==> src/hdl/scfb_pkg.sv <==
// scfb_pkg: shared types, constants and the crc byte step for the speed command framer
// no dependencies; used by every module of the block by scoped names

package scfb_pkg;

    localparam int unsigned FRAME_BYTES = 17;
    localparam int unsigned POS_W = 5;
    localparam logic [POS_W-1:0] POS_CRC_HI = POS_W'(15);
    localparam logic [POS_W-1:0] POS_LAST   = POS_W'(FRAME_BYTES - 1);

    localparam logic [15:0] CRC_POLY = 16'h1021;
    localparam logic [15:0] CRC_INIT = 16'hFFFF;
    localparam logic [15:0] FRAME_LEN = 16'(FRAME_BYTES);

    // request queue between front and back
    localparam int unsigned QUEUE_DEPTH = 2;
    localparam int unsigned QPTR_W = $clog2(QUEUE_DEPTH);
    localparam int unsigned QCNT_W = $clog2(QUEUE_DEPTH + 1);

    // configuration register indexes
    localparam int unsigned CFG_IDX_W = 8;
    localparam int unsigned CFG_DATA_W = 16;
    localparam logic [CFG_IDX_W-1:0] CFG_HEADER_FIRST   = CFG_IDX_W'(0);
    localparam logic [CFG_IDX_W-1:0] CFG_HEADER_SECOND  = CFG_IDX_W'(1);
    localparam logic [CFG_IDX_W-1:0] CFG_DEVICE_ADDRESS = CFG_IDX_W'(2);
    localparam logic [CFG_IDX_W-1:0] CFG_BOARD_ID       = CFG_IDX_W'(3);

    typedef struct packed {
        logic [15:0] right_speed;
        logic [15:0] left_speed;
        logic [31:0] command_word;
    } request_t;

    typedef struct packed {
        logic [7:0]  header_first;
        logic [7:0]  header_second;
        logic [7:0]  device_address;
        logic [15:0] board_id;
    } cfg_regs_t;

    // queue head towards the back end
    typedef struct packed {
        logic     valid;
        request_t req;
    } queue_head_t;

    // one byte through crc-16/ccitt-false, msb first
    function automatic logic [15:0] crc_feed(input logic [15:0] crc_in, input logic [7:0] b);
        logic [15:0] c;
        c = crc_in ^ {b, 8'h00};
        for (int k = 0; k < 8; k++) begin
            if (c[15]) begin
                c = {c[14:0], 1'b0} ^ CRC_POLY;
            end else begin
                c = {c[14:0], 1'b0};
            end
        end
        return c;
    endfunction

endpackage

==> src/hdl/scfb_front.sv <==
// scfb_front: accepts requests from the input stream into a short queue
// depends on scfb_pkg

module scfb_front (
    input  logic                  aclk,
    input  logic                  aresetn,
    input  logic                  s_tvalid,
    output logic                  s_tready,
    input  logic [63:0]           s_tdata,   // command_word[31:0], left_speed[47:32], right_speed[63:48]
    output scfb_pkg::queue_head_t head,
    input  logic                  pop
);

    scfb_pkg::request_t                slots_reg [scfb_pkg::QUEUE_DEPTH];
    logic [scfb_pkg::QPTR_W-1:0]       wr_ptr_reg, wr_ptr_next;
    logic [scfb_pkg::QPTR_W-1:0]       rd_ptr_reg, rd_ptr_next;
    logic [scfb_pkg::QCNT_W-1:0]       count_reg, count_next;
    logic                              push;

    assign s_tready = (count_reg != scfb_pkg::QCNT_W'(scfb_pkg::QUEUE_DEPTH));
    assign push     = s_tvalid && s_tready;

    assign head.valid = (count_reg != '0);
    assign head.req   = slots_reg[rd_ptr_reg];

    function automatic logic [scfb_pkg::QPTR_W-1:0] ptr_inc(input logic [scfb_pkg::QPTR_W-1:0] p);
        if (p == scfb_pkg::QPTR_W'(scfb_pkg::QUEUE_DEPTH - 1)) begin
            return '0;
        end
        return p + 1'b1;
    endfunction

    always_comb begin
        wr_ptr_next = push ? ptr_inc(wr_ptr_reg) : wr_ptr_reg;
        rd_ptr_next = pop  ? ptr_inc(rd_ptr_reg) : rd_ptr_reg;
        count_next  = count_reg;
        if (push && !pop) begin
            count_next = count_reg + 1'b1;
        end else if (pop && !push) begin
            count_next = count_reg - 1'b1;
        end
    end

    always_ff @(posedge aclk) begin
        if (!aresetn) begin
            wr_ptr_reg <= '0;
            rd_ptr_reg <= '0;
            count_reg  <= '0;
        end else begin
            wr_ptr_reg <= wr_ptr_next;
            rd_ptr_reg <= rd_ptr_next;
            count_reg  <= count_next;
        end
    end

    always_ff @(posedge aclk) begin
        if (push) begin
            slots_reg[wr_ptr_reg] <= s_tdata;
        end
    end

    a_pop_needs_entry: assert property (@(posedge aclk) disable iff (!aresetn)
        pop |-> head.valid)
        else $error("queue popped while empty");

    a_count_bound: assert property (@(posedge aclk) disable iff (!aresetn)
        count_reg <= scfb_pkg::QCNT_W'(scfb_pkg::QUEUE_DEPTH))
        else $error("queue count beyond depth");

    a_head_holds: assert property (@(posedge aclk) disable iff (!aresetn)
        head.valid && !pop |=> head.valid && $stable(head.req))
        else $error("queue head changed while waiting");

endmodule

==> src/hdl/scfb_back.sv <==
// scfb_back: serialises one request into a 17-byte frame with running crc
// depends on scfb_pkg; drives the registered output stream

module scfb_back (
    input  logic                  aclk,
    input  logic                  aresetn,
    input  scfb_pkg::queue_head_t head,
    output logic                  pop,
    input  scfb_pkg::cfg_regs_t   cfg,
    output logic                  m_tvalid,
    input  logic                  m_tready,
    output logic [7:0]            m_tdata,   // frame_byte[7:0]
    output logic                  m_tlast    // frame_end
);

    logic                          busy_reg, busy_next;
    logic [scfb_pkg::POS_W-1:0]    pos_reg, pos_next;
    logic [15:0]                   crc_reg, crc_next;
    scfb_pkg::request_t            held_reg;
    logic                          out_valid_reg, out_valid_next;
    logic [7:0]                    out_byte_reg;
    logic                          out_last_reg;
    logic [7:0]                    cur_byte;
    logic                          advance;
    logic                          at_last;

    assign advance = busy_reg && (!out_valid_reg || m_tready);
    assign at_last = (pos_reg == scfb_pkg::POS_LAST);
    assign pop     = head.valid && (!busy_reg || (advance && at_last));

    always_comb begin
        unique case (pos_reg)
            5'd0:    cur_byte = cfg.header_first;
            5'd1:    cur_byte = cfg.header_second;
            5'd2:    cur_byte = scfb_pkg::FRAME_LEN[15:8];
            5'd3:    cur_byte = scfb_pkg::FRAME_LEN[7:0];
            5'd4:    cur_byte = cfg.device_address;
            5'd5:    cur_byte = cfg.board_id[15:8];
            5'd6:    cur_byte = cfg.board_id[7:0];
            5'd7:    cur_byte = held_reg.command_word[31:24];
            5'd8:    cur_byte = held_reg.command_word[23:16];
            5'd9:    cur_byte = held_reg.command_word[15:8];
            5'd10:   cur_byte = held_reg.command_word[7:0];
            5'd11:   cur_byte = held_reg.left_speed[7:0];
            5'd12:   cur_byte = held_reg.left_speed[15:8];
            5'd13:   cur_byte = held_reg.right_speed[7:0];
            5'd14:   cur_byte = held_reg.right_speed[15:8];
            5'd15:   cur_byte = crc_reg[15:8];
            5'd16:   cur_byte = crc_reg[7:0];
            default: cur_byte = 8'h00;
        endcase
    end

    always_comb begin
        busy_next = busy_reg;
        pos_next  = pos_reg;
        crc_next  = crc_reg;
        if (advance) begin
            if (at_last) begin
                busy_next = 1'b0;
                pos_next  = '0;
                crc_next  = scfb_pkg::CRC_INIT;
            end else begin
                pos_next = pos_reg + 1'b1;
                // header and body bytes feed the crc, its own two bytes do not
                if (pos_reg < scfb_pkg::POS_CRC_HI) begin
                    crc_next = scfb_pkg::crc_feed(crc_reg, cur_byte);
                end
            end
        end
        if (pop) begin
            busy_next = 1'b1;
            pos_next  = '0;
            crc_next  = scfb_pkg::CRC_INIT;
        end
        out_valid_next = advance ? 1'b1 : (out_valid_reg && !m_tready);
    end

    always_ff @(posedge aclk) begin
        if (!aresetn) begin
            busy_reg      <= 1'b0;
            pos_reg       <= '0;
            crc_reg       <= scfb_pkg::CRC_INIT;
            out_valid_reg <= 1'b0;
        end else begin
            busy_reg      <= busy_next;
            pos_reg       <= pos_next;
            crc_reg       <= crc_next;
            out_valid_reg <= out_valid_next;
        end
    end

    always_ff @(posedge aclk) begin
        if (pop) begin
            held_reg <= head.req;
        end
        if (advance) begin
            out_byte_reg <= cur_byte;
            out_last_reg <= at_last;
        end
    end

    assign m_tvalid = out_valid_reg;
    assign m_tdata  = out_byte_reg;
    assign m_tlast  = out_last_reg;

    a_pos_bound: assert property (@(posedge aclk) disable iff (!aresetn)
        pos_reg <= scfb_pkg::POS_LAST)
        else $error("byte position past end of frame");

    a_idle_clean: assert property (@(posedge aclk) disable iff (!aresetn)
        !busy_reg |-> (pos_reg == '0) && (crc_reg == scfb_pkg::CRC_INIT))
        else $error("idle serialiser holds stale position or crc");

    a_last_flag: assert property (@(posedge aclk) disable iff (!aresetn)
        advance |=> (m_tlast == $past(at_last)) && m_tvalid)
        else $error("frame end flag out of step with byte position");

    a_stall_holds: assert property (@(posedge aclk) disable iff (!aresetn)
        busy_reg && m_tvalid && !m_tready |=> $stable(pos_reg) && $stable(crc_reg))
        else $error("serialiser moved on while output stalled");

endmodule

==> src/hdl/speed_command_frame_builder.sv <==
// speed_command_frame_builder: top level, configuration registers and stream ports
// depends on scfb_pkg, scfb_front and scfb_back
//
// usage:
//   s_ stream: one request per beat, tdata = command, left and right speed.
//   m_ stream: 17 beats per request, one frame byte each; tlast on the
//   crc low byte. frame: header bytes, length 17, address, board id,
//   command msb first, speeds low byte first, crc-16/ccitt-false msb first.
//   cfg port: index 0 header_first, 1 header_second, 2 device_address,
//   3 board_id; other indexes are ignored. cfg_ready is always high;
//   write only while no frame is pending.
// path: a request passes the queue slot and the held register, then its bytes the output register.
// throughput: one byte per cycle while m_tready is high; the serialiser
//   loads the next request at the edge that registers the previous frame's
//   last byte, so frames follow without gaps. a two-entry queue takes
//   requests while a frame is still going out.
// reset: synchronous, active low; queue emptied, cfg registers cleared to 0, crc set to ffff.
// stall: a low m_tready holds the byte in the output register and freezes
//   the serialiser; the queue fills and then s_tready drops.

module speed_command_frame_builder (
    input  logic                            aclk,
    input  logic                            aresetn,
    input  logic                            s_tvalid,
    output logic                            s_tready,
    input  logic [63:0]                     s_tdata,   // command_word[31:0], left_speed[47:32], right_speed[63:48]
    output logic                            m_tvalid,
    input  logic                            m_tready,
    output logic [7:0]                      m_tdata,   // frame_byte[7:0]
    output logic                            m_tlast,   // frame_end
    input  logic                            cfg_valid,
    output logic                            cfg_ready,
    input  logic [scfb_pkg::CFG_IDX_W-1:0]  cfg_index,
    input  logic [scfb_pkg::CFG_DATA_W-1:0] cfg_data
);

    scfb_pkg::cfg_regs_t   cfg_reg;
    scfb_pkg::cfg_regs_t   cfg_next;
    scfb_pkg::queue_head_t head;
    logic                  pop;

    assign cfg_ready = 1'b1;

    always_comb begin
        cfg_next = cfg_reg;
        if (cfg_valid) begin
            unique case (cfg_index)
                scfb_pkg::CFG_HEADER_FIRST:   cfg_next.header_first   = cfg_data[7:0];
                scfb_pkg::CFG_HEADER_SECOND:  cfg_next.header_second  = cfg_data[7:0];
                scfb_pkg::CFG_DEVICE_ADDRESS: cfg_next.device_address = cfg_data[7:0];
                scfb_pkg::CFG_BOARD_ID:       cfg_next.board_id       = cfg_data[15:0];
                default:                      cfg_next = cfg_reg;
            endcase
        end
    end

    always_ff @(posedge aclk) begin
        if (!aresetn) begin
            cfg_reg <= '0;
        end else begin
            cfg_reg <= cfg_next;
        end
    end

    scfb_front u_front (
        .aclk     (aclk),
        .aresetn  (aresetn),
        .s_tvalid (s_tvalid),
        .s_tready (s_tready),
        .s_tdata  (s_tdata),
        .head     (head),
        .pop      (pop)
    );

    scfb_back u_back (
        .aclk     (aclk),
        .aresetn  (aresetn),
        .head     (head),
        .pop      (pop),
        .cfg      (cfg_reg),
        .m_tvalid (m_tvalid),
        .m_tready (m_tready),
        .m_tdata  (m_tdata),
        .m_tlast  (m_tlast)
    );

endmodule
==> config.mk <==
export PLATFORM = sky130hd
export DESIGN_NAME = speed_command_frame_builder
export DESIGN_NICKNAME = d
export VERILOG_FILES = /design/src/hdl/scfb_pkg.sv /design/src/hdl/scfb_front.sv /design/src/hdl/scfb_back.sv /design/src/hdl/speed_command_frame_builder.sv
export SDC_FILE = /design/constraint.sdc
export NUM_CORES = 1
export LEC_CHECK = 0
export ABC_AREA = 1
export BUFFER_PORTS_ARGS = -buffer_cell sky130_fd_sc_hd__buf_2
export CORE_ASPECT_RATIO = 0.9
export CORE_MARGIN = 3
export CORE_UTILIZATION = 45
export DETAILED_ROUTE_END_ITERATION = 10
export REMOVE_ABC_BUFFERS = 1
export SLEW_MARGIN = 0
export SYNTH_ARGS = -nofsm -noshare
export SYNTH_HDL_FRONTEND = slang
export SYNTH_SLANG_ARGS = --single-unit
==> constraint.sdc <==
create_clock -name aclk -period 5.6 [get_ports aclk]
set_input_delay 0.56 -clock aclk [delete_from_list [all_inputs] [get_ports aclk]]
set_output_delay 0.56 -clock aclk [all_outputs]
set_load 0.01 [all_outputs]
== Word level (Yosys, flattened, before mapping) ==
Memories as Yosys holds them, arrays and structs flattened. A register that Yosys moved wholly into a read port is not among the register bits.
Cells that the tools add are included.
Storage, ports and cells
  memories kept: 1
  bits in writable memories: 128
  register bits: 76
  logic and storage cells: 124
Memories
  u_front.slots_reg: words 2, width 64, rd ports 1, clocked after Yosys merged registers in 1, wr ports 1, line scfb_front.sv:14  | scfb_pkg::request_t slots_reg [scfb_pkg::QUEUE_DEPTH];
Operators by class
  add/sub/neg operators: 5
  equal/unequal tests: 19
  bitwise gates (word level): 10
  reduce and logical (&&, ||, !) cells: 28
  multiplexer cells: 47
  $lt $le $gt $ge: 1
Operators with widths (count)
  2-to-1 mux 16 bit: 23
  case mux 8 bit (16 select lines): 1
  2-to-1 mux 13 bit: 8
  == test 5 x 4 -> 1 bit (second input constant): 8
  NOT 3 bit: 8
  == test 5 x 3 -> 1 bit (second input constant): 4
  == test 8 x 2 -> 1 bit (second input constant): 2
  bitwise XOR 16 bit: 1
  2-to-1 mux 1 bit: 12
  AND reduction 2 bit: 6
  nonzero test 2 bit: 5
  == test 8 x 1 -> 1 bit (second input constant): 1
  logical NOT 8 bit: 1
  logical AND 1 bit: 7
  adder 5 x 1 -> 5 bit (second input constant): 1
  == test 5 x 1 -> 1 bit (second input constant): 1
  == test 5 x 2 -> 1 bit (second input constant): 1
  == test 5 bit (second input constant): 1
  logical NOT 1 bit: 5
  logical NOT 5 bit: 1
  less-than comparator 5 x 4 -> 1 bit (second input constant): 1
  2-to-1 mux 5 bit: 1
  2-to-1 mux 2 bit: 2
  adder 1 bit (second input constant): 2
  6 further kinds: 7

== Logic depth before layout (Yosys ltp) ==
  depth in word-level cells: 42
  mapped depth: 19
  depth with buffers taken out: 18

== Cells and area by module ==
From an unflattened synthesis, not the netlist that was laid out.
Second synthesis, totals
  cells, all modules: 1102
  area total of the unflattened synthesis: 11812.6 um^2
By module, submodules not included
  scfb_front: area an instance 5153.7 um^2, cells an instance 235, sequential area each 3943.8 um^2, instances 1
  scfb_back: area an instance 4823.4 um^2, cells an instance 612, sequential area each 2652.5 um^2, instances 1
  speed_command_frame_builder: area an instance 1835.5 um^2, cells an instance 255, sequential area each 800.8 um^2, instances 1

== Worst setup path after synthesis ==
No wires, ideal clock.
  kind: flip-flop to flip-flop
  start point: register u_back.pos_reg[0] in the netlist's numbering
  end point: register u_front.count_reg[1] in the netlist's numbering
  library setup time: 0.122 ns
  cell stages (with the launch flop): 15
  path slack: 1.619 ns
  arrival time: 3.859 ns
  cells stage by stage: dfxtp_1 -> inv_1 -> ha_1 -> nand2_1 -> nor2_4 -> inv_2 -> nor2_1 -> nor2_1 -> a21oi_2 -> inv_1 -> ha_1 -> a21oi_1 -> o21ai_0 -> o21ai_0 -> a21oi_1
Between the ends
  longest elaborated chain between the ends: 7
  elaborated cells on any way between the ends: 9
  those cells by class: 1 x eq/ne; 1 x mux; 7 x reduce/logical
Ends and longest elaborated chain
  from (decl): line scfb_back.sv:17  | logic [scfb_pkg::POS_W-1:0] pos_reg, pos_next;
  from (signal assigned): line scfb_back.sv:87  | pos_reg <= pos_next;
  == test 5 bit (*): line scfb_back.sv:28  | assign at_last = (pos_reg == scfb_pkg::POS_LAST);
  named net u_back.at_last: line scfb_back.sv:25  | logic at_last;
  logical AND 1 bit (*): line scfb_back.sv:29  | assign pop = head.valid && (!busy_reg || (advance && at_last));
  logical OR 1 bit (*): line scfb_back.sv:29
  logical AND 1 bit (*): line scfb_back.sv:29
  named net pop: line speed_command_frame_builder.sv:40  | logic pop;
  logical NOT 1 bit: line scfb_front.sv:37  | if (push && !pop) begin
  logical AND 1 bit: line scfb_front.sv:37
  2-to-1 mux 2 bit / nonzero test 2 bit (equally long branches)
  to (signal assigned): line scfb_front.sv:52  | count_reg <= count_next;
  to (decl): line scfb_front.sv:17  | logic [scfb_pkg::QCNT_W-1:0] count_reg, count_next;
The timed path passes the listed nets; every way through them passes the cells marked *.
A chain may end at the register's enable or synchronous reset.

== Worst setup path after layout ==
  start point: register u_back.pos_reg[0] in the netlist's numbering
  end point: register, netlist name u_back.held_reg[54]
Between the ends
  longest elaborated chain between the ends: 4
Ends and longest elaborated chain (line)
  == test 5 bit: scfb_back.sv:28
  named net u_back.at_last: scfb_back.sv:25
  logical AND 1 bit: scfb_back.sv:29
  logical OR 1 bit: scfb_back.sv:29
  logical AND 1 bit: scfb_back.sv:29
  named net pop: speed_command_frame_builder.sv:40
The timed path passes the listed nets, and every way through them passes these cells.

==> flow_summary.ini <==
[worst_setup_path]
end_kind = flip-flop
path_class = reg -> reg
cp.arrival_ns = 3.38
path_cells = inv_1 -> ha_1 -> nand2_1 -> nor2_4 -> inv_2 -> nor2_1 -> nor2_1 -> a21oi_4 -> buf_4
cp-start-kind = flip-flop
crit_required_ns = 5.78
crit_path_top_delay_cell = a21oi_4
cp_common_cell = nor2_1
path_buf_inv = 3
cp_max_fo = 43
max_stage_delay_ns = 0.70
crit_family = buffers and inverters

[timing]
fmax_ghz = 0.312
finalCriticalPeriod_ns = 3.20
skew_ns = 0.0125
relSlewSlack_pct = 36.7
slew_violations = 0
tightest_slew_ns = 0.950
tns_ns = 0
period_share_pct = 57.1
hold_violations = 0
rsz0062_at_grt = no
holdWs_ns = 0.195
finalSetupViolCount = 0

[grt]
track_usage_pct = 18.8
overflow = 0
grt_max_degree = 68
grt_pass1_wl_um = 39100
grt_pass1_vias = 7358
antenna_found_initial = 0

[synth]
synth.avg_cell_area_um2 = 9.59
yosys_warnings = 0
ys.flop_type = edfxtp_1
async_flop_share_pct = 0
netlist_instances = 1150
ys_types = 28
ys_seq_elements = 268
yosysSeqAreaShare_pct = 66.9
synth_area_um2 = 11000
synth_edf_count = 201

[clock_network]
cts-resized-gates = 0
ctsHoldBuffers = 0
path_clk_slew_ns = 0.06
cts_root_buf = clkbuf_16
cts_buffer_depth = 3
cts_buffers = 29
cts_tree = yes
postCtsSetupRepairBufs = 0
h-tree-depth = 1
cts_sinks = 268
clock_latency_ns = 0.55

[route]
viasPerCell = 4.93
drc = 0
ant_nets = 0
wl_um = 24800
drtIter0Drc = 647
vias = 7780
wl_per_cell_um = 15.7
first_pass_iters = 7

[cells_and_area]
largest_reg_flops = 128
area_growth_pct = 15.5
fin_cells = 1578
nNetsFinal = 1356
drive_gt1_share_pct = 13.9
final_area_um2 = 12700
n_antenna_cell = 0

[pwr]
netSwitchingPower_mw = 1.74
internal-power_mw = 4.04
power_frac_clock_pct = 30.8
comb_power_share_pct = 19.5
worst_ir_drop_vdd_uv = 357
powerDensity_nw_per_um2 = 454
p_sw_share_pct = 30.1
p_seq_share_pct = 49.7
leakage_nw = 5.51

[place]
placed_area_um2 = 11900
port_buffers = 103
gp_congestion = 0.857
post-dp-hpwl_um = 16800
placedCellCount = 1528

[floorplan]
die_x_um = 171
boundaryPins = 105
core-area_um2 = 23700
die_area_um2 = 26400
die_h_um = 155
initial_core_util_pct = 46.5
num_rows = 53

[outcome]
outcome = complete, no violations

[flow_run]
cap_violations = 0

[min_path]
hp-class = in -> reg
## power groups by stage
stage | clock, mW | sequential, mW | combinational (mW)
2_1_floorplan | 0 | 2.95 | 0.710
3_3_place_gp | 0 | 2.91 | 1.14
3_5_place_dp | 0 | 2.92 | 1.15
4_1_cts | 1.83 | 2.88 | 1.16
5_1_grt | 1.90 | 2.92 | 1.31
6_report | 1.78 | 2.87 | 1.13
## path summary, 6_finish.rpt
kind / depth (start not counted) / slack, ns / to / startpoint
setup / recovery: 9 / 2.40 / u_back.held_reg[54] / u_back.pos_reg[0]
hold / removal: 1 / 0.20 / u_front.slots_reg[1][61] / s_tdata[61]
setup reg to reg: 9 / 2.40 / u_back.held_reg[54] / u_back.pos_reg[0]
hold reg to reg: 2 / 0.48 / u_back.m_tvalid / u_back.m_tvalid
## logic make-up (layout without fill, tap and decap cells)
logic type | Yosys count | in the layout | synth area share [%]
simple gates | 692 | 692 | 25.0
fa+ha+maj | 6 | 6 | 0.680
other cells | 1 | 1 | 0.0340
flops | 268 | 268 | 66.9
xor+xnor | 2 | 2 | 0.159
compound gates | 80 | 80 | 3.71
buf+inv | 101 | 227 | 3.57
## metrics by stage
stage	util, %	worst slack (ns)	power (mW)
final	53.7	2.40	5.78
after CTS	53.7	2.38	5.86
after detailed placement	49.9	2.39	4.07
after global routing	53.7	2.02	6.12
after global placement	49.9	2.52	4.05
after floorplan	-	1.55	3.66
## per-layer routing
layer / routed length, um / track usage, %
met5: 0 / 0
met4: 517 / 4.02
met3: 1420 / 2.81
met2: 11100 / 29.2
met1: 11700 / 28.2
## cell type report
type                    instances  area, um^2
fillers                      2112       11000
flip-flops and latches        268        7380
multi-input cells             781        3290
clock buffers                  35         768
repair buffers                108         553
well taps                     302         378
inverters                      69         259
clock inverters                15         118
## cell usage after synthesis (2+ instances only)
master	number	area (um^2)
nor2_1	144	541
ha_1	6	75.1
a21oi_1	18	90.1
o21ai_0	50	250
clkbuf_1	21	78.8
inv_2	8	30.0
dfxtp_1	67	1340
nor2_2	10	62.6
nand2_1	452	1700
o21ai_1	8	40.0
xor2_1	2	17.5
buf_2	9	45.0
nand2_2	2	12.5
nand3_1	73	365
edfxtp_1	201	6040
nor3_1	3	15.0
inv_1	61	229
o22ai_1	2	12.5
or2_1	3	18.8
nor2_4	2	22.5
## cell usage in the layout, fill, tap and decap left out
cell	synthesis	layout
clkbuf_8	0	2
buf_2	9	103
o21ai_1	8	8
a211oi_1	1	1
edfxtp_1	201	201
nor2_1	144	141
nand2_1	452	452
inv_2	8	8
xor2_1	2	2
ha_1	6	6
bufinv_16	0	1
conb_1	1	1
a21oi_4	0	1
clkinv_1	0	5
nor3_1	3	3
nor2_4	2	4
nor3b_1	1	1
nand3_1	73	73
a21oi_1	18	18
inv_6	0	1
or4_1	1	1
dfxtp_1	67	66
o22ai_1	2	2
or2_1	3	3
buf_4	1	5
dfxtp_2	0	1
inv_16	0	1
clkbuf_1	21	4
o21ai_0	50	50
clkinv_2	0	5
clkinvlp_4	0	2
inv_1	61	61
nor2_2	10	11
or2_2	1	1
clkbuf_16	0	29
nand2_2	2	2
No activity file was read; power rests on OpenSTA's default activity.
